<file path="config.mk">
export PLATFORM = sky130hd
export DESIGN_NAME = pap_bp_ctrl
export DESIGN_NICKNAME = d
export VERILOG_FILES = /design/src/rtl/pap_bp_pkg.sv /design/src/rtl/pap_bp_ctrl.sv
export SDC_FILE = /design/constraint.sdc
export NUM_CORES = 1
export LEC_CHECK = 0
export BUFFER_PORTS_ARGS = -buffer_cell sky130_fd_sc_hd__buf_2
export CORE_MARGIN = 5
export CORE_UTILIZATION = 54
export CTS_BUF_LIST = sky130_fd_sc_hd__clkbuf_16
export DETAILED_ROUTE_END_ITERATION = 16
export GPL_ROUTABILITY_DRIVEN = 0
export PLACE_DENSITY = 0.93
export SETUP_SLACK_MARGIN = 0.5
export SLEW_MARGIN = 10
export SYNTH_ARGS = -nofsm -noshare
export SYNTH_HDL_FRONTEND = slang
export SYNTH_SLANG_ARGS = --single-unit
export TNS_END_PERCENT = 100
</file>
<file path="constraint.sdc">
create_clock -name clk -period 4.8 [get_ports clk]
set_input_delay 0.48 -clock clk [delete_from_list [all_inputs] [get_ports clk]]
set_output_delay 0.48 -clock clk [all_outputs]
set_load 0.02 [all_outputs]
</file>
<file path="src/rtl/pap_bp_pkg.sv">
// ----------------------------------------------------------------------------
// pap_bp_pkg
// Shared constants, codes and controller command type for the PAp predictor.
// ----------------------------------------------------------------------------
package pap_bp_pkg;

  localparam int SELECT_BITS  = 6;
  localparam int HISTORY_BITS = 12;
  localparam int NUM_SETS     = 1 << SELECT_BITS;
  localparam int SLOT_BITS    = SELECT_BITS + HISTORY_BITS;
  localparam int NUM_SLOTS    = 1 << SLOT_BITS;
  localparam int ADDR_W       = 64;

  localparam logic [1:0] CTR_MAX = 2'b11;
  localparam logic [1:0] CTR_MIN = 2'b00;

  localparam logic KIND_PREDICT = 1'b0;
  localparam logic KIND_UPDATE  = 1'b1;

  typedef struct packed {
    logic                 clear;       // clearing pass write this cycle
    logic [SLOT_BITS-1:0] clear_addr;
    logic                 capture;     // latch item, read history
    logic                 ctr_read;    // read counter at {set, history}
    logic                 finish;      // write back or emit result
  } cmd_t;

endpackage

</file>
<file path="src/rtl/pap_bp_ctrl.sv">
// ----------------------------------------------------------------------------
// pap_bp_ctrl
// Sequencer: clearing pass after reset, then three steps per item.
// ----------------------------------------------------------------------------
module pap_bp_ctrl (
  input  logic              clk,
  input  logic              rst,
  input  logic              start,
  output logic              busy,
  output pap_bp_pkg::cmd_t  cmd
);

  localparam logic [1:0] ST_CLEAR = 2'd0;
  localparam logic [1:0] ST_IDLE  = 2'd1;
  localparam logic [1:0] ST_HIST  = 2'd2;
  localparam logic [1:0] ST_CTR   = 2'd3;

  logic [1:0]                      state;
  logic [1:0]                      state_next;
  logic [pap_bp_pkg::SLOT_BITS-1:0] clear_cnt;
  logic                            clear_last;

  assign clear_last = (clear_cnt == {pap_bp_pkg::SLOT_BITS{1'b1}});

  always_comb begin
    state_next = state;
    unique case (state)
      ST_CLEAR: if (clear_last) state_next = ST_IDLE;
      ST_IDLE:  if (start) state_next = ST_HIST;
      ST_HIST:  state_next = ST_CTR;
      ST_CTR:   state_next = ST_IDLE;
      default:  state_next = ST_CLEAR;
    endcase
  end

  always_ff @(posedge clk) begin
    if (rst) begin
      state     <= ST_CLEAR;
      clear_cnt <= '0;
    end else begin
      state <= state_next;
      if (state == ST_CLEAR) clear_cnt <= clear_cnt + 1'b1;
    end
  end

  assign busy           = (state != ST_IDLE);
  assign cmd.clear      = (state == ST_CLEAR);
  assign cmd.clear_addr = clear_cnt;
  assign cmd.capture    = (state == ST_IDLE) && start;
  assign cmd.ctr_read   = (state == ST_HIST);
  assign cmd.finish     = (state == ST_CTR);

endmodule

</file>
==> metrics.csv <==
metric,value,unit
drtPass1Iterations,4,
avgRoutedWirePerCell,14.36,µm
layoutNonFillerInstCount,167,
yosys_most_used_dff,dfxtp_1,
hold_viol,0,
p_comb_share,19.9,%
pwr-share-seq,36.5,%
max_freq,452.2,MHz
clk_latency,260,ps
ir_drop,0.3750,mV
grt_max_degree,23,
multiInputGateArea,554.3,µm²
postSynthAreaPerCell,8.545,µm²
crit_arrival,2400,ps
crit_type,reg2reg,
total_power,0.0005281,W
final_antenna_net_count,0,
layout.nets,151,
die_x,53.03,µm
clk_pin_slew_worst_paths,60,ps
post_cts_resized,0,
die_h,53.03,µm
pin_count,26,
fin_crit,2212,ps
drv_cap,0,
worstSetupEndpointType,flop,
gr-total-overflow,0,
setup_violations,0,
power_switching_share,27.48,%
dp.cells,163,
yosysWarningCount,0,
regArea,400.4,µm²
leakage,0.5050,nW
seq_area_frac_synth,40.05,%
initial_utilization,57.28,%
cts_tree,yes,
syn_nets,125,
power.switching,0.0001451,W
dp_hpwl,1.625,mm
yosysMostFrequentCell,dfxtp_1,
fin_tns_setup,0,ps
fp.dieArea,0.002812,mm²
fillers,142,
row_count,15,
antenna_cells,0,
via_per_inst,5.533,
synth-edff-count,0,
rsz0062_at_grt,false,
synth.top_cells.by_count,"dfxtp_1, nor2_1, a21oi_1, o21ai_0, inv_1",
cts_buffer_depth,2,
synth_area_leaders,"dfxtp_1, ha_1, xnor2_1",
cts_hold_buf,0,
netlist_instances,117,
final_core_util,71.18,%
track_usage,19.32,%
htreeDepth,1,
grt_pass1_vias,839,
core,0.001745,mm²
grt_pass1_wl,3.864,mm
clock_skew,5.353,ps
startpoint_type,flop,
port_buffers,25,
cp_max_fo,10,
ys_ff_latch,20,
yosys.area.top_type,dfxtp_1,
grt_antenna_before_repair,0,
slowest_delay,560,ps
post-route-period-util,46.08,%
status,"complete, no violations",
via_count,924,
worst_pin_slew,424.3,ps
drt_iter0_markers,20,
syn_to_final_growth,24.28,%
totalWireLength,2.398,mm
min_path_type,reg2reg,
drcViolationCount,0,
cts.sinks,20,
cts_buffers,3,
post_cts.repair.setup_buffers,0,
maxSlewViolCount,0,
synth_cell_types,27,
cts_root_buffer,clkbuf_16,
syn_area,999.7,µm²
intPower,0.0003830,W
power.share.clock,43.6,%
cp_slowest_cell,or4_1,
power.density,425.0,mW/mm²
yosysTopAreaCellShare,40.05,%
path_cells,inv_1 > ha_1 > and4_4 > nand4_1 > or4_1 > a21oi_1,
relSlewSlack,71.71,%
synthArstFlopShare,0,%
worstPathRequired,4980,ps
layout-drive-gt1-share,22.54,%
[kinds of logic after synthesis]
logic type,synth area share [%]
buffers and inverters,4.506
and+or+nand+nor,27.53
xor gates and xnor gates,7.885
AOI/OAI and AO/OA,11.76
muxes,2.003
adders and majority gates,6.258
DFF,40.05
[metal layers]
metal	routed length, µm	track usage, %
met1	1088	22.34
met2	1162	33.68
met3	105	3.944
met4	42	8.936
met5	0	0
[worst paths after layout]
kind | start | to | slack, ps | cells past startpoint
max | state[0]$_SDFFE_PP0P_ | clear_cnt[17]$_SDFFE_PP0N_ | 2590 | 6
min | clear_cnt[15]$_SDFFE_PP0N_ | clear_cnt[15]$_SDFFE_PP0N_ | 510 | 2
max reg2reg | state[0]$_SDFFE_PP0P_ | clear_cnt[17]$_SDFFE_PP0N_ | 2590 | 6
min reg2reg | clear_cnt[15]$_SDFFE_PP0N_ | clear_cnt[15]$_SDFFE_PP0N_ | 510 | 2
[cell usage in the layout, fill, tap and decap left out, types with 2 or more instances in the layout]
| cell type | instances |
|---|---|
| clkbuf_16 | 3 |
| dfxtp_1 | 20 |
| ha_1 | 5 |
| o21ai_0 | 8 |
| nor3_1 | 2 |
| nand3_1 | 5 |
| a21oi_1 | 9 |
| buf_2 | 25 |
| xnor2_1 | 6 |
| or4_1 | 2 |
| o31ai_1 | 2 |
| inv_1 | 7 |
| nand2_1 | 6 |
| xor2_1 | 3 |
| mux2i_1 | 2 |
| or3_1 | 5 |
| nand2b_1 | 3 |
| and2_1 | 4 |
| nand4_1 | 5 |
| nor2_1 | 12 |
[flip-flops by register name (all words and copies together) (netlist names)]
| signal | cells |
|---|---|
| clear_cnt | 18 |
| state | 2 |
[metrics by stage]
step	worst slack [ps]	hold slack, ps	cell area, µm²
3_5_place_dp	2645	498.7	1137
5_1_grt	2471	536.0	1242
4_1_cts	2603	507.6	1242
2_1_floorplan	2798	480.7	999.7
6_report	2588	508.1	1242
3_3_place_gp	2830	495.7	1137
[final cells by class]
| cell class | instances | area share, % |
|---|---|---|
| Sequential cell | 20 | 32.23 |
| Inverter | 7 | 2.115 |
| Clock inverter | 1 | 2.417 |
| Clock buffer | 3 | 6.042 |
| Multi-Input combinational cell | 86 | 44.61 |
| Tap cell | 25 | 2.518 |
| Timing Repair Buffer | 25 | 10.07 |
[power groups by stage]
stage	Sequential (W)	Combinational, W	Clock (W)
CTS	0.000192	0.000106	0.000233
floorplan	0.000204	0.0000689	0
global route	0.000194	0.000116	0.000244
finish	0.000193	0.000105	0.000230
detailed placement	0.000196	0.000104	0
global placement	0.000194	0.000100	0
[worst max-delay path: cells and delay by family, from the launching register on]
| kind | cells | cell delay [ps] |
|---|---|---|
| AND/OR/NAND/NOR | 3 | 1170 |
| flip-flops | 1 | 340 |
| adder cells (fa/ha/maj) | 1 | 360 |
| buffers and inverters | 1 | 120 |
| AO/OA/AOI/OAI | 1 | 150 |
Note: power is estimated with default switching activity, not from simulation.
